--- src/gregorian_date_arithmetic_unit_assert.svh ---
// assertion macros for the gregorian date unit
// expects clk_i and rst_ni in the including module
`ifndef GREGORIAN_DATE_ARITHMETIC_UNIT_ASSERT_SVH
`define GREGORIAN_DATE_ARITHMETIC_UNIT_ASSERT_SVH

// property holds at every edge out of reset
`define GDAU_ASSERT(name, prop, msg) \
  name: assert property (@(posedge clk_i) disable iff (!rst_ni) (prop)) else $error(msg);

// condition now implies expression at the next edge
`define GDAU_ASSERT_NEXT(name, cond, nxt, msg) \
  name: assert property (@(posedge clk_i) disable iff (!rst_ni) (cond) |=> (nxt)) else $error(msg);

`endif

--- src/gdau_pkg.sv ---
// shared types, constants and calendar period lengths for the date unit
// no dependencies
`default_nettype none

package gdau_pkg;

  localparam int unsigned YEAR_W   = 14;
  localparam int unsigned MONTH_W  = 4;
  localparam int unsigned DAY_W    = 5;
  localparam int unsigned ACTION_W = 2;

  localparam int unsigned DEF_OFFSET_WIDTH = 21;
  localparam int unsigned DEF_DIFF_WIDTH   = 23;
  localparam int unsigned DEF_ACC_W        = 25;

  // days in 400 years, and days from year 0 up to year 10000
  localparam logic [17:0]       CYCLE_DAYS = 18'd146097;
  localparam logic [21:0]       SERIAL_END = 22'd3652425;
  localparam logic [YEAR_W-1:0] YEAR_LIMIT = 14'd10000;

  typedef enum logic [ACTION_W-1:0] {
    ACT_LOAD = 2'd0,
    ACT_ADD  = 2'd1,
    ACT_CMP  = 2'd2,
    ACT_NOP  = 2'd3
  } action_e;

  typedef enum logic {
    ALU_ADD = 1'b0,
    ALU_SUB = 1'b1
  } alu_op_e;

  // year position inside a 400 year cycle: century k, four-year block j, year i
  function automatic logic leap_at(logic [1:0] k, logic [4:0] j, logic [1:0] i);
    return (i == 2'd0) && ((j != 5'd0) || (k == 2'd0));
  endfunction

  function automatic logic [15:0] cent_days(logic [1:0] k);
    return (k == 2'd0) ? 16'd36525 : 16'd36524;
  endfunction

  function automatic logic [10:0] quad_days(logic [1:0] k, logic [4:0] j);
    return ((j == 5'd0) && (k != 2'd0)) ? 11'd1460 : 11'd1461;
  endfunction

  function automatic logic [8:0] year_days(logic leap);
    return leap ? 9'd366 : 9'd365;
  endfunction

  function automatic logic [DAY_W-1:0] month_days(logic leap, logic [MONTH_W-1:0] m);
    logic [DAY_W-1:0] len;
    case (m)
      4'd1, 4'd3, 4'd5, 4'd7, 4'd8, 4'd10, 4'd12: len = 5'd31;
      4'd4, 4'd6, 4'd9, 4'd11:                    len = 5'd30;
      4'd2:                                       len = leap ? 5'd29 : 5'd28;
      default:                                    len = 5'd0;
    endcase
    return len;
  endfunction

endpackage

`default_nettype wire

--- src/gdau_alu.sv ---
// shared add/subtract unit of the date sequencer, with sign of the result
// depends on gdau_pkg
`default_nettype none

module gdau_alu import gdau_pkg::*; #(
  parameter int unsigned Width = DEF_ACC_W
) (
  input  logic signed [Width-1:0] a_i,
  input  logic signed [Width-1:0] b_i,
  input  alu_op_e                 op_i,
  output logic signed [Width-1:0] sum_o,
  output logic                    neg_o
);

  always_comb begin
    unique case (op_i)
      ALU_ADD: sum_o = a_i + b_i;
      ALU_SUB: sum_o = a_i - b_i;
    endcase
  end

  assign neg_o = sum_o[Width-1];

endmodule

`default_nettype wire

--- src/gregorian_date_arithmetic_unit.sv ---
// gregorian date unit: stored date, load / add days / compare with difference
// depends on gdau_pkg, gdau_alu and gregorian_date_arithmetic_unit_assert.svh
//
//  channel   | handshake          | payload
//  ----------+--------------------+---------------------------------------------
//  request   | start_i, busy_o    | action_i, date_*_i, day_offset_i
//  result    | done_o (strobe)    | cur_*_out_o, flags, day_difference_o
//
// in a request the shared adder walks 400-year, century, four-year, year and
// month periods one per cycle, once per date converted to a day count and once
// more when a day count goes back to a date
// busy_o is high from acceptance until the result strobe; reset clears to idle
// with the stored date at 1900-01-01; the result shows for one cycle on done_o
`default_nettype none

`include "gregorian_date_arithmetic_unit_assert.svh"

module gregorian_date_arithmetic_unit import gdau_pkg::*; #(
  parameter int unsigned OFFSET_WIDTH = DEF_OFFSET_WIDTH,
  parameter int unsigned DIFF_WIDTH   = DEF_DIFF_WIDTH
) (
  input  logic                         clk_i,
  input  logic                         rst_ni,
  input  logic                         start_i,
  output logic                         busy_o,
  input  logic [ACTION_W-1:0]          action_i,
  input  logic [YEAR_W-1:0]            date_year_i,
  input  logic [MONTH_W-1:0]           date_month_i,
  input  logic [DAY_W-1:0]             date_day_i,
  input  logic signed [OFFSET_WIDTH-1:0] day_offset_i,
  output logic                         done_o,
  output logic [YEAR_W-1:0]            cur_year_out_o,
  output logic [MONTH_W-1:0]           cur_month_out_o,
  output logic [DAY_W-1:0]             cur_day_out_o,
  output logic                         illegal_date_o,
  output logic                         range_error_o,
  output logic                         is_greater_o,
  output logic                         is_equal_o,
  output logic signed [DIFF_WIDTH-1:0] day_difference_o
);

  localparam int unsigned WideW = (OFFSET_WIDTH > DIFF_WIDTH) ? OFFSET_WIDTH : DIFF_WIDTH;
  localparam int unsigned AccW  = ((WideW > 24) ? WideW : 24) + 1;

  localparam logic signed [AccW-1:0] DiffHi =
    {{(AccW - DIFF_WIDTH + 1){1'b0}}, {(DIFF_WIDTH - 1){1'b1}}};
  localparam logic signed [AccW-1:0] DiffLo =
    {{(AccW - DIFF_WIDTH + 1){1'b1}}, {(DIFF_WIDTH - 1){1'b0}}};

  localparam logic [3:0] S_IDLE = 4'd0;
  localparam logic [3:0] S_Y400 = 4'd1;
  localparam logic [3:0] S_Y100 = 4'd2;
  localparam logic [3:0] S_Y4   = 4'd3;
  localparam logic [3:0] S_Y1   = 4'd4;
  localparam logic [3:0] S_MON  = 4'd5;
  localparam logic [3:0] S_OFF  = 4'd6;
  localparam logic [3:0] S_RNG  = 4'd7;
  localparam logic [3:0] S_F400 = 4'd8;
  localparam logic [3:0] S_F100 = 4'd9;
  localparam logic [3:0] S_F4   = 4'd10;
  localparam logic [3:0] S_F1   = 4'd11;
  localparam logic [3:0] S_FMON = 4'd12;
  localparam logic [3:0] S_DIFF = 4'd13;
  localparam logic [3:0] S_OUT  = 4'd14;

  // control state
  logic [3:0]         state_q, state_d;
  action_e            act_q, act_d;
  logic               pass_q, pass_d;
  logic               ybig_q, ybig_d;
  logic               illegal_q, illegal_d;
  logic               range_q, range_d;
  logic               done_q, done_d;
  logic [YEAR_W-1:0]  cur_year_q, cur_year_d;
  logic [MONTH_W-1:0] cur_month_q, cur_month_d;
  logic [DAY_W-1:0]   cur_day_q, cur_day_d;

  // datapath
  logic signed [AccW-1:0]         acc_q, acc_d;
  logic signed [AccW-1:0]         sg_q, sg_d;
  logic [YEAR_W-1:0]              yrem_q, yrem_d;
  logic [MONTH_W-1:0]             tm_q, tm_d;
  logic [DAY_W-1:0]               td_q, td_d;
  logic [YEAR_W-1:0]              gy_q, gy_d;
  logic [MONTH_W-1:0]             gm_q, gm_d;
  logic [DAY_W-1:0]               gd_q, gd_d;
  logic signed [OFFSET_WIDTH-1:0] off_q, off_d;
  logic [4:0]                     c_q, c_d;
  logic [1:0]                     k_q, k_d;
  logic [4:0]                     j_q, j_d;
  logic [1:0]                     i_q, i_d;
  logic [MONTH_W-1:0]             mon_q, mon_d;

  // result register
  logic [YEAR_W-1:0]             res_year_q;
  logic [MONTH_W-1:0]            res_month_q;
  logic [DAY_W-1:0]              res_day_q;
  logic                          res_illegal_q;
  logic                          res_range_q;
  logic                          res_gt_q;
  logic                          res_eq_q;
  logic signed [DIFF_WIDTH-1:0]  res_diff_q;

  logic signed [AccW-1:0] alu_b;
  alu_op_e                alu_op;
  logic signed [AccW-1:0] alu_sum;
  logic                   alu_neg;

  logic                          leap;
  logic                          date_ok;
  logic [YEAR_W-1:0]             year_calc;
  logic                          cmp_gt;
  logic                          cmp_eq;
  logic signed [DIFF_WIDTH-1:0]  diff_sat;

  gdau_alu #(
    .Width (AccW)
  ) u_alu (
    .a_i   (acc_q),
    .b_i   (alu_b),
    .op_i  (alu_op),
    .sum_o (alu_sum),
    .neg_o (alu_neg)
  );

  assign leap    = leap_at(k_q, j_q, i_q);
  assign date_ok = (tm_q >= 4'd1) && (tm_q <= 4'd12) && (td_q != 5'd0) &&
                   (td_q <= month_days(leap, tm_q));
  assign year_calc = YEAR_W'(c_q) * 14'd400 + YEAR_W'(k_q) * 14'd100 +
                     {7'd0, j_q, 2'd0} + YEAR_W'(i_q);

  // period length, day offset, range limit or first day count fed to the shared adder
  always_comb begin
    alu_b  = '0;
    alu_op = ALU_ADD;
    unique case (state_q)
      S_Y400:  alu_b = AccW'(CYCLE_DAYS);
      S_Y100:  alu_b = AccW'(cent_days(k_q));
      S_Y4:    alu_b = AccW'(quad_days(k_q, j_q));
      S_Y1:    alu_b = AccW'(year_days(leap));
      S_MON:   alu_b = AccW'(month_days(leap, mon_q));
      S_OFF:   alu_b = {{(AccW - OFFSET_WIDTH){off_q[OFFSET_WIDTH-1]}}, off_q};
      S_RNG: begin
        alu_b  = AccW'(SERIAL_END);
        alu_op = ALU_SUB;
      end
      S_F400: begin
        alu_b  = AccW'(CYCLE_DAYS);
        alu_op = ALU_SUB;
      end
      S_F100: begin
        alu_b  = AccW'(cent_days(k_q));
        alu_op = ALU_SUB;
      end
      S_F4: begin
        alu_b  = AccW'(quad_days(k_q, j_q));
        alu_op = ALU_SUB;
      end
      S_F1: begin
        alu_b  = AccW'(year_days(leap));
        alu_op = ALU_SUB;
      end
      S_FMON: begin
        alu_b  = AccW'(month_days(leap, mon_q));
        alu_op = ALU_SUB;
      end
      S_DIFF: begin
        alu_b  = sg_q;
        alu_op = ALU_SUB;
      end
      default: begin
        alu_b  = '0;
        alu_op = ALU_ADD;
      end
    endcase
  end

  always_comb begin
    state_d     = state_q;
    act_d       = act_q;
    pass_d      = pass_q;
    ybig_d      = ybig_q;
    illegal_d   = illegal_q;
    range_d     = range_q;
    done_d      = 1'b0;
    cur_year_d  = cur_year_q;
    cur_month_d = cur_month_q;
    cur_day_d   = cur_day_q;
    acc_d       = acc_q;
    sg_d        = sg_q;
    yrem_d      = yrem_q;
    tm_d        = tm_q;
    td_d        = td_q;
    gy_d        = gy_q;
    gm_d        = gm_q;
    gd_d        = gd_q;
    off_d       = off_q;
    c_d         = c_q;
    k_d         = k_q;
    j_d         = j_q;
    i_d         = i_q;
    mon_d       = mon_q;

    unique case (state_q)
      S_IDLE: begin
        if (start_i) begin
          act_d     = action_e'(action_i);
          gy_d      = date_year_i;
          gm_d      = date_month_i;
          gd_d      = date_day_i;
          off_d     = day_offset_i;
          illegal_d = 1'b0;
          range_d   = 1'b0;
          pass_d    = 1'b0;
          k_d       = '0;
          j_d       = '0;
          i_d       = '0;
          mon_d     = 4'd1;
          unique case (action_e'(action_i))
            ACT_LOAD, ACT_CMP: begin
              yrem_d  = date_year_i;
              tm_d    = date_month_i;
              td_d    = date_day_i;
              ybig_d  = (date_year_i >= YEAR_LIMIT);
              acc_d   = AccW'(date_day_i) - AccW'(1);
              state_d = S_Y400;
            end
            ACT_ADD: begin
              yrem_d  = cur_year_q;
              tm_d    = cur_month_q;
              td_d    = cur_day_q;
              ybig_d  = 1'b0;
              acc_d   = AccW'(cur_day_q) - AccW'(1);
              state_d = S_Y400;
            end
            ACT_NOP: state_d = S_OUT;
          endcase
        end
      end

      // date to day count: consume whole periods of the year count
      S_Y400: begin
        if (yrem_q >= 14'd400) begin
          acc_d  = alu_sum;
          yrem_d = yrem_q - 14'd400;
        end else begin
          state_d = S_Y100;
        end
      end
      S_Y100: begin
        if (yrem_q >= 14'd100) begin
          acc_d  = alu_sum;
          yrem_d = yrem_q - 14'd100;
          k_d    = k_q + 2'd1;
        end else begin
          state_d = S_Y4;
        end
      end
      S_Y4: begin
        if (yrem_q >= 14'd4) begin
          acc_d  = alu_sum;
          yrem_d = yrem_q - 14'd4;
          j_d    = j_q + 5'd1;
        end else begin
          state_d = S_Y1;
        end
      end
      S_Y1: begin
        if (yrem_q != '0) begin
          acc_d  = alu_sum;
          yrem_d = yrem_q - 14'd1;
          i_d    = i_q + 2'd1;
        end else begin
          // leap of the target year is known here
          unique case (act_q)
            ACT_LOAD: begin
              illegal_d = !date_ok;
              range_d   = ybig_q;
              if (!ybig_q) begin
                cur_year_d  = gy_q;
                cur_month_d = gm_q;
                cur_day_d   = gd_q;
              end
              state_d = S_OUT;
            end
            ACT_ADD, ACT_CMP: begin
              if (!date_ok || ybig_q) begin
                illegal_d = 1'b1;
                state_d   = S_OUT;
              end else begin
                mon_d   = 4'd1;
                state_d = S_MON;
              end
            end
            ACT_NOP: state_d = S_OUT;
          endcase
        end
      end
      S_MON: begin
        if (mon_q < tm_q) begin
          acc_d = alu_sum;
          mon_d = mon_q + 4'd1;
        end else begin
          priority if (act_q == ACT_ADD) begin
            state_d = S_OFF;
          end else if (!pass_q) begin
            // given date done, now the stored one
            sg_d    = acc_q;
            yrem_d  = cur_year_q;
            tm_d    = cur_month_q;
            td_d    = cur_day_q;
            ybig_d  = 1'b0;
            acc_d   = AccW'(cur_day_q) - AccW'(1);
            k_d     = '0;
            j_d     = '0;
            i_d     = '0;
            mon_d   = 4'd1;
            pass_d  = 1'b1;
            state_d = S_Y400;
          end else begin
            state_d = S_DIFF;
          end
        end
      end
      S_OFF: begin
        acc_d   = alu_sum;
        state_d = S_RNG;
      end
      S_RNG: begin
        if (acc_q[AccW-1] || !alu_neg) begin
          range_d = 1'b1;
          state_d = S_OUT;
        end else begin
          c_d     = '0;
          k_d     = '0;
          j_d     = '0;
          i_d     = '0;
          mon_d   = 4'd1;
          state_d = S_F400;
        end
      end

      // day count back to a date: strip whole periods while they fit
      S_F400: begin
        if (!alu_neg) begin
          acc_d = alu_sum;
          c_d   = c_q + 5'd1;
        end else begin
          state_d = S_F100;
        end
      end
      S_F100: begin
        if (!alu_neg) begin
          acc_d = alu_sum;
          k_d   = k_q + 2'd1;
        end else begin
          state_d = S_F4;
        end
      end
      S_F4: begin
        if (!alu_neg) begin
          acc_d = alu_sum;
          j_d   = j_q + 5'd1;
        end else begin
          state_d = S_F1;
        end
      end
      S_F1: begin
        if (!alu_neg) begin
          acc_d = alu_sum;
          i_d   = i_q + 2'd1;
        end else begin
          state_d = S_FMON;
        end
      end
      S_FMON: begin
        if ((mon_q < 4'd12) && !alu_neg) begin
          acc_d = alu_sum;
          mon_d = mon_q + 4'd1;
        end else begin
          cur_year_d  = year_calc;
          cur_month_d = mon_q;
          cur_day_d   = acc_q[DAY_W-1:0] + 5'd1;
          state_d     = S_OUT;
        end
      end
      S_DIFF: begin
        acc_d   = alu_sum;
        state_d = S_OUT;
      end
      S_OUT: begin
        done_d  = 1'b1;
        state_d = S_IDLE;
      end
      default: state_d = S_IDLE;
    endcase
  end

  always_comb begin
    cmp_eq = (cur_year_q == gy_q) && (cur_month_q == gm_q) && (cur_day_q == gd_q);
    priority if (cur_year_q != gy_q) begin
      cmp_gt = (cur_year_q > gy_q);
    end else if (cur_month_q != gm_q) begin
      cmp_gt = (cur_month_q > gm_q);
    end else begin
      cmp_gt = (cur_day_q > gd_q);
    end
  end

  always_comb begin
    priority if (acc_q > DiffHi) begin
      diff_sat = DiffHi[DIFF_WIDTH-1:0];
    end else if (acc_q < DiffLo) begin
      diff_sat = DiffLo[DIFF_WIDTH-1:0];
    end else begin
      diff_sat = acc_q[DIFF_WIDTH-1:0];
    end
  end

  always_ff @(posedge clk_i or negedge rst_ni) begin
    if (!rst_ni) begin
      state_q     <= S_IDLE;
      act_q       <= ACT_NOP;
      pass_q      <= 1'b0;
      ybig_q      <= 1'b0;
      illegal_q   <= 1'b0;
      range_q     <= 1'b0;
      done_q      <= 1'b0;
      cur_year_q  <= 14'd1900;
      cur_month_q <= 4'd1;
      cur_day_q   <= 5'd1;
    end else begin
      state_q     <= state_d;
      act_q       <= act_d;
      pass_q      <= pass_d;
      ybig_q      <= ybig_d;
      illegal_q   <= illegal_d;
      range_q     <= range_d;
      done_q      <= done_d;
      cur_year_q  <= cur_year_d;
      cur_month_q <= cur_month_d;
      cur_day_q   <= cur_day_d;
    end
  end

  always_ff @(posedge clk_i) begin
    acc_q  <= acc_d;
    sg_q   <= sg_d;
    yrem_q <= yrem_d;
    tm_q   <= tm_d;
    td_q   <= td_d;
    gy_q   <= gy_d;
    gm_q   <= gm_d;
    gd_q   <= gd_d;
    off_q  <= off_d;
    c_q    <= c_d;
    k_q    <= k_d;
    j_q    <= j_d;
    i_q    <= i_d;
    mon_q  <= mon_d;
  end

  always_ff @(posedge clk_i) begin
    if (state_q == S_OUT) begin
      res_year_q    <= cur_year_q;
      res_month_q   <= cur_month_q;
      res_day_q     <= cur_day_q;
      res_illegal_q <= illegal_q;
      res_range_q   <= range_q;
      res_gt_q      <= (act_q == ACT_CMP) && cmp_gt;
      res_eq_q      <= (act_q == ACT_CMP) && cmp_eq;
      res_diff_q    <= ((act_q == ACT_CMP) && !illegal_q) ? diff_sat : '0;
    end
  end

  assign busy_o           = (state_q != S_IDLE);
  assign done_o           = done_q;
  assign cur_year_out_o   = res_year_q;
  assign cur_month_out_o  = res_month_q;
  assign cur_day_out_o    = res_day_q;
  assign illegal_date_o   = res_illegal_q;
  assign range_error_o    = res_range_q;
  assign is_greater_o     = res_gt_q;
  assign is_equal_o       = res_eq_q;
  assign day_difference_o = res_diff_q;

  `GDAU_ASSERT_NEXT(a_start_goes_busy, start_i && !busy_o, busy_o, "accepted request left unit idle")
  `GDAU_ASSERT(a_year_in_range, cur_year_q < YEAR_LIMIT, "stored year beyond 9999")
  `GDAU_ASSERT_NEXT(a_idle_keeps_date, state_q == S_IDLE, $stable(cur_year_q) && $stable(cur_month_q) && $stable(cur_day_q), "stored date changed while idle")
  `GDAU_ASSERT(a_gt_eq_excl, done_q |-> !(res_gt_q && res_eq_q), "greater and equal both set")
  `GDAU_ASSERT(a_equal_zero_diff, (done_q && res_eq_q) |-> (res_diff_q == '0), "equal dates with nonzero difference")

endmodule

`default_nettype wire
--- config.mk ---
export PLATFORM = sky130hd
export DESIGN_NAME = gregorian_date_arithmetic_unit
export DESIGN_NICKNAME = d
export VERILOG_FILES = /design/src/gdau_pkg.sv /design/src/gdau_alu.sv /design/src/gregorian_date_arithmetic_unit.sv
export VERILOG_INCLUDE_DIRS = /design/src /design/src/src
export SDC_FILE = /design/constraint.sdc
export NUM_CORES = 1
export LEC_CHECK = 0
export BUFFER_PORTS_ARGS = -buffer_cell sky130_fd_sc_hd__buf_2
export CORE_ASPECT_RATIO = 0.6
export CORE_MARGIN = 4
export CORE_UTILIZATION = 45
export CTS_CLUSTER_DIAMETER = 40
export CTS_CLUSTER_SIZE = 10
export DETAILED_ROUTE_END_ITERATION = 10
export PLACE_DENSITY = 0.63
export SYNTH_ARGS = -nofsm -noshare
export SYNTH_HDL_FRONTEND = slang
export SYNTH_SLANG_ARGS = --single-unit
--- constraint.sdc ---
create_clock -name clk_i -period 17.7 [get_ports clk_i]
set_input_delay 3.54 -clock clk_i [delete_from_list [all_inputs] [get_ports clk_i]]
set_output_delay 3.54 -clock clk_i [all_outputs]
set_load 0.02 [all_outputs]
# After elaboration in Yosys (flattened, before gate mapping)
# Cells that the tools add are included.
[totals]
register_bits = 219
inputBits = 49
elab_cells = 355
[classes]
mul = 2
magnitude_cmp = 14
mux = 130
n_bitwise = 5
reduce_logical = 71
eq_ne = 83
add_sub_neg = 17
[op_table]
columns = ["operator", "count"]
rows = [
  ["$mux W25", 10],
  ["$pmux W25 S9", 1],
  ["$pmux W25 S8", 1],
  ["$mux W14", 12],
  ["$mux W4", 31],
  ["$pmux W25 S2", 2],
  ["$pmux W14 S6", 1],
  ["$mux W5", 16],
  ["$eq A4 B4 Y1 const B", 17],
  ["$ne A2 B2 Y1 const B", 28],
  ["$pmux W14 S2", 2],
  ["$pmux W4 S14", 1],
  ["$eq A4 B3 Y1 const B", 12],
  ["$pmux W4 S2", 5],
  ["$pmux W5 S2", 4],
  ["$pmux W5 S3", 2],
  ["$reduce_bool A5 Y1", 6],
  ["$add A25 B25 Y25", 1],
  ["$gt A25 B23 Y1 const B", 1],
  ["$lt A25 B23 Y1 const B", 1],
  ["$pmux W5 S5", 1],
  ["$sub A25 B25 Y25", 1],
  ["$eq A4 B2 Y1 const B", 6],
  ["$reduce_and A8 Y1", 3],
  ["other kinds (71)", 157],
]

# Depth between registers and ports, before layout
[depth]
word_depth = 13
depth_mapped = 26
depth_no_buf = 25

# Cells and area by module
# A second synthesis with hierarchy kept.
[hier_totals]
hier_cells = 1482
hier_area_um2 = 14398.8
[by_module_without_submodules]
columns = ["module", "area_each_um2", "n_inst", "cells_each", "seq_area_each_um2"]
rows = [
  ["gregorian_date_arithmetic_unit", 12549.5, 1, 1212, 6419.9],
  ["gdau_alu", 1849.3, 1, 270, 0.0],
]

# Least setup slack after synthesis
# OpenSTA, ideal clock, no wires.
[synth_path]
path_type = "register to register"
start = "reg mon_q[0]"
end = "reg acc_q[0], enable pin"
required_ns = 17.285
slack_ns = 11.772
arrival_ns = 5.512
setup_ns = 0.415
stages_incl_launch_ff = 25
cell_sequence = "edfxtp_1 -> inv_1 -> ha_1 -> or3_1 -> a21oi_1 -> nor3_1 -> a21oi_1 -> o21ai_1 -> inv_1 -> ha_1 -> and4bb_2 -> nor4b_2 -> and2_1 -> a21oi_1 -> xnor2_1 -> ha_1 -> a21o_1 -> a21oi_1 -> nor2_1 -> a211oi_1 -> o21ai_2 -> a21oi_2 -> xnor3_1 -> buf_4 -> a21oi_1"
[synth_via]
elab_chain_cells = 10
elab_cells_between_ends = 28
classes_between = "add/sub (2); order compare (2); eq/ne (16); mux (3); reduce/logical (5)"
[synth_lines]
columns = ["item", "line_no", "source"]
rows = [
  ["start, declared", "gregorian_date_arithmetic_unit.sv:92", "logic [MONTH_W-1:0] mon_q, mon_d;"],
  ["start signal, assigned", "gregorian_date_arithmetic_unit.sv:460", "mon_q <= mon_d;"],
  ["$eq A4 B1 Y1 (tied with other cells)", "gdau_pkg.sv:52", "case (m)"],
  ["$reduce_or A7 Y1 or $reduce_or A4 Y1 (tied branches)", "gdau_pkg.sv:52", ""],
  ["$pmux W5 S3", "gdau_pkg.sv:52", ""],
  ["$pmux W25 S8", "gregorian_date_arithmetic_unit.sv:136", "unique case (state_q)"],
  ["$sub A25 B25 Y25 or $add A25 B25 Y25 (tied branches)", "gdau_alu.sv:18, gdau_alu.sv:17", ""],
  ["$pmux W25 S2", "gdau_alu.sv:16", "unique case (op_i)"],
  ["$logic_not A1 Y1", "gregorian_date_arithmetic_unit.sv:377", "if ((mon_q < 4'd12) && !alu_neg) begin"],
  ["$logic_and A1 B1 Y1", "gregorian_date_arithmetic_unit.sv:377", ""],
  ["$ne A2 B2 Y1 (no line)", "n/a", ""],
  ["$reduce_and A11 Y1 (no line) (*)", "n/a", ""],
  ["end signal, assigned", "gregorian_date_arithmetic_unit.sv:447", "acc_q <= acc_d;"],
  ["end, declared", "gregorian_date_arithmetic_unit.sv:79", "logic signed [AccW-1:0] acc_q, acc_d;"],
]
# Mark *: on every way between the ends. The rest lies on a longest branch, timed or not.
# A chain may end at the register's enable or synchronous reset.

# Final worst setup path
[layout_path]
start = "reg state_q[3]"
end = "reg cur_month_q[3]"
[layout_via]
elab_chain_cells = 9
elab_cells_between_ends = 34
classes_between = "add/sub (2); eq/ne (17); mux (4); bitwise (1); reduce/logical (10)"
[layout_lines]
columns = ["item", "line_no", "source"]
rows = [
  ["start, declared", "gregorian_date_arithmetic_unit.sv:67", "logic [3:0] state_q, state_d;"],
  ["start signal, assigned", "gregorian_date_arithmetic_unit.sv:433", "state_q <= state_d;"],
  ["$eq A4 B4 Y1 (tied with other cells)", "gregorian_date_arithmetic_unit.sv:136, gregorian_date_arithmetic_unit.sv:204", ""],
  ["$reduce_or A2 Y1 (no line) or $reduce_or A7 Y1 (tied branches)", "n/a", ""],
  ["$pmux W25 S8 or $mux W1 (tied branches)", "gregorian_date_arithmetic_unit.sv:136", ""],
  ["$sub A25 B25 Y25 (tied with other cells)", "gdau_alu.sv:18", "ALU_SUB: sum_o = a_i - b_i;"],
  ["$pmux W25 S2", "gdau_alu.sv:16", ""],
  ["$logic_not A1 Y1", "gregorian_date_arithmetic_unit.sv:377", ""],
  ["$logic_and A1 B1 Y1", "gregorian_date_arithmetic_unit.sv:377", ""],
  ["$ne A2 B2 Y1 (no line)", "n/a", ""],
  ["$reduce_and A5 Y1 (no line)", "n/a", ""],
  ["end signal, assigned", "gregorian_date_arithmetic_unit.sv:441", "cur_month_q <= cur_month_d;"],
  ["end, declared", "gregorian_date_arithmetic_unit.sv:75", "logic [MONTH_W-1:0] cur_month_q, cur_month_d;"],
]
# Parallel ways exist; a longest one is shown, timed or not.

==> flow_metrics.tcl <==
set metrics [dict create \
    status "completed" \
    synth.distinct_cells 87 \
    skew_ns 0.0183 \
    hold_buffers 0 \
    worstPathMaxFanout 37 \
    min_period_over_period_pct 40.2 \
    gr-usage-met2_pct 30.8 \
    synth_top_area_share_pct 38.9 \
    drt_pre_antenna_iters 5 \
    place_congestion 0.939 \
    crit_required_ns 18.14 \
    cts_setup_buffers 0 \
    synth-async-reset-ratio_pct 15.5 \
    area_growth_pct 12.8 \
    grt_pass1_wl_um 66200 \
    fp.dieW_um 238 \
    wl_per_cell_um 22.5 \
    final_nets 1656 \
    drc_errors 0 \
    grt_pass1_vias 10800 \
    setup_violations 0 \
    critPathMaxStageDelay_ns 0.79 \
    grt_overflow 0 \
    ctsResizeCount 0 \
    fmax_ghz 0.141 \
    clkSinkCount 219 \
    slew_headroom_pct 19.3 \
    grtUsageTotal_pct 24.4 \
    syn_nets 1563 \
    dpl.cell_count 1876 \
    seq_area_frac_synth_pct 45.0 \
    crit_family "compound AO/OA/AOI/OAI gates" \
    use_met1_pct 41.3 \
    yosys_warnings 0 \
    drt_iter0_drc 1475 \
    clk_pin_slew_worst_paths_ns 0.06 \
    maxCapViolCount 0 \
    synth.avg_cell_area_sq_um 10.2 \
    wl_um 43400 \
    synth-seq-cells 219 \
    io_buffer_count 100 \
    cts_buffer_depth 3 \
    worst_ep_arrival_time_ns 7.55 \
    crit_chain "buf_4, nand2b_1, nor3_1, buf_4, nor2_2, mux2_2, nand4_1, inv_1, ha_1, and4bb_2, nor4b_2, a21oi_1, xnor2_1, ha_1, nand2_1, o21ai_0, nand2_1, a31oi_4, a41oi_4, o21ai_2, a21oi_2, xnor3_1, o21a_2, mux2_1" \
    root_buffer "clkbuf_16" \
    die_h_um 146 \
    yosys.area.top_type "edfxtp_1" \
    ios 101 \
    cp_num_buf_inv 3 \
    startpoint_type "flip-flop" \
    num_vias 11500 \
    fin_crit_ns 7.12 \
    cts_tree "yes" \
    path_class "reg2reg" \
    start_util_pct 45.7 \
    grt_max_degree 52 \
    synth_area_leaders "edfxtp_1 39%, ha_1 9.6%, dfrtp_1 4.0%" \
    synth_flop_cell "edfxtp_1" \
    syn_inst 1400 \
    synth_top_family_by_area "compound AO/OA/AOI/OAI gates" \
    vias_per_cell 5.95 \
    use_met3_pct 6.40 \
    report.final.slew_viol_count 0 \
    slowest_stage "o21a_2" \
    synthMuxAreaShare_pct 3.63 \
    hold_viol_final 0 \
    grt-busiest-layer "met1" \
    clk_latency_ns 0.57 \
    synth_edf_count 185 \
    dpl_worst_slack_ns 10.78 \
    synth_compound_area_share_pct 18.1 \
    numCtsBuffers 31 \
    coreArea_sq_mm 0.0312 \
    fp-row-count 50 \
    drive_above_1_share_pct 15.4 \
    fin_setup_tns_ns 0 \
    ctsHtreeMaxLevel 1 \
    place_hpwl_um 32100 \
    endpoint_kind "flip-flop" \
    synth_xor_area_share_pct 4.70 \
    synth-simple-area-share_pct 14.1 \
    hold_class "reg2reg" \
    finalNonFillerCells 1934 \
    worst_slack_ns 10.58 \
    postRouteAntennaNets 0 \
    antenna_found_initial 0 \
    synth-adder-area-share_pct 10.3 \
    syn_area_sq_mm 0.0143 \
    die_area_sq_mm 0.0347 \
    rsz0062_at_grt "no" \
    worstMarginPinSlew_ns 1.20 \
]
stage by stage:
step                      cell area [sq um]  util [%]  hold WS, ns
final                                 16100      51.6        0.489
after detailed placement              15200      48.6        0.473
after global placement                15200      48.6        0.466
after CTS                             16100      51.6        0.487
after floorplan                       14300         -        0.426
after global routing                  16100      51.6        0.503
layout by cell type (no fill, tap or decap), types with 31 or more instances in the layout:
cell type	synthesis	layout
o21ai_0	108	108
edfxtp_1	185	185
inv_1	79	78
nand2_1	136	136
nor2_1	100	99
xor2_1	32	32
buf_2	11	100
xnor2_1	42	42
ha_1	109	109
o21a_1	35	35
a21oi_1	96	94
clkbuf_16	0	31
layer usage:
metal  routed length [um]  up-vias
li1                     -     5371
met1                22100     5587
met2                16300      507
met3                 4420       48
met4                  605        0
met5                    0        -
path summary, 6_finish.rpt:
| path | from | end | slack (ns) | cells after the start |
|---|---|---|---|---|
| hold / removal | range_q | range_error_o | 0.49 | 0 |
| min in group asynchronous | rst_ni | done_o | 3.11 | 1 |
| setup / recovery | state_q[3] | cur_month_q[3] | 10.58 | 24 |
| hold reg to reg | range_q | range_error_o | 0.49 | 0 |
| setup reg to reg | state_q[3] | cur_month_q[3] | 10.58 | 24 |
| max in group asynchronous | rst_ni | cur_year_q[7] | 14.00 | 1 |
Yosys cell counts, types with 6 or more instances:
| cell | n |
|---|---|
| nand4_1 | 15 |
| nor3_1 | 30 |
| nor3b_1 | 7 |
| o21a_1 | 35 |
| nand2_1 | 136 |
| o21bai_1 | 6 |
| mux2_4 | 19 |
| mux2i_1 | 12 |
| and3_1 | 9 |
| a211o_1 | 6 |
| a21o_1 | 16 |
| xor2_1 | 32 |
| mux2_2 | 7 |
| a221oi_1 | 7 |
| o31ai_1 | 6 |
| ha_1 | 109 |
| xnor2_1 | 42 |
| nor4_1 | 6 |
| and2_1 | 7 |
| a211oi_1 | 12 |
| a22oi_1 | 7 |
| dfrtp_1 | 23 |
| buf_4 | 8 |
| o22ai_1 | 6 |
| inv_1 | 79 |
| a221o_1 | 8 |
| nand3_1 | 30 |
| a31oi_1 | 16 |
| edfxtp_1 | 185 |
| o211ai_1 | 13 |
| nor2b_1 | 20 |
| buf_2 | 11 |
| a21oi_1 | 96 |
| nand2b_1 | 22 |
| dfstp_2 | 11 |
| nor2_1 | 100 |
| clkbuf_1 | 32 |
| o21ai_0 | 108 |
cell families after synthesis:
logic type,Yosys count
mux,41
compound gates,397
simple gates,413
buf+inv,141
fa+ha+maj,114
flops,219
xor+xnor,75
registers in the layout (all words and copies together) (netlist names), 14 cells and up:
name / flops
off_q: 21
day_difference_o: 23
yrem_q: 14
acc_q: 25
sg_q: 25
cur_year_out_o: 14
gy_q: 14
cur_year_q: 14
worst register-to-register path, delay by kind of cell, from the launching register on:
| kind | cells | cell delay [ns] |
|---|---|---|
| AOI/OAI and AO/OA | 7 | 1.97 |
| xor gates and xnor gates | 2 | 0.73 |
| adders and majority gates | 2 | 0.54 |
| buffers and inverters | 3 | 0.77 |
| DFF | 1 | 0.68 |
| muxes | 2 | 0.60 |
| and+or+nand+nor | 8 | 1.69 |
area by class of cell:
class                           count  area [sq um]
Antenna cell                        1          2.50
Clock buffer                       45           828
Clock inverter                     12           106
Fill cell                        2862         15100
Inverter                           82           308
Multi-Input combinational cell   1040          7280
Sequential cell                   219          6420
Tap cell                          416           520
Timing Repair Buffer              119           643
Power is not shown: default switching activity piles up to over one toggle a cycle in this logic, so the estimate is an artifact.
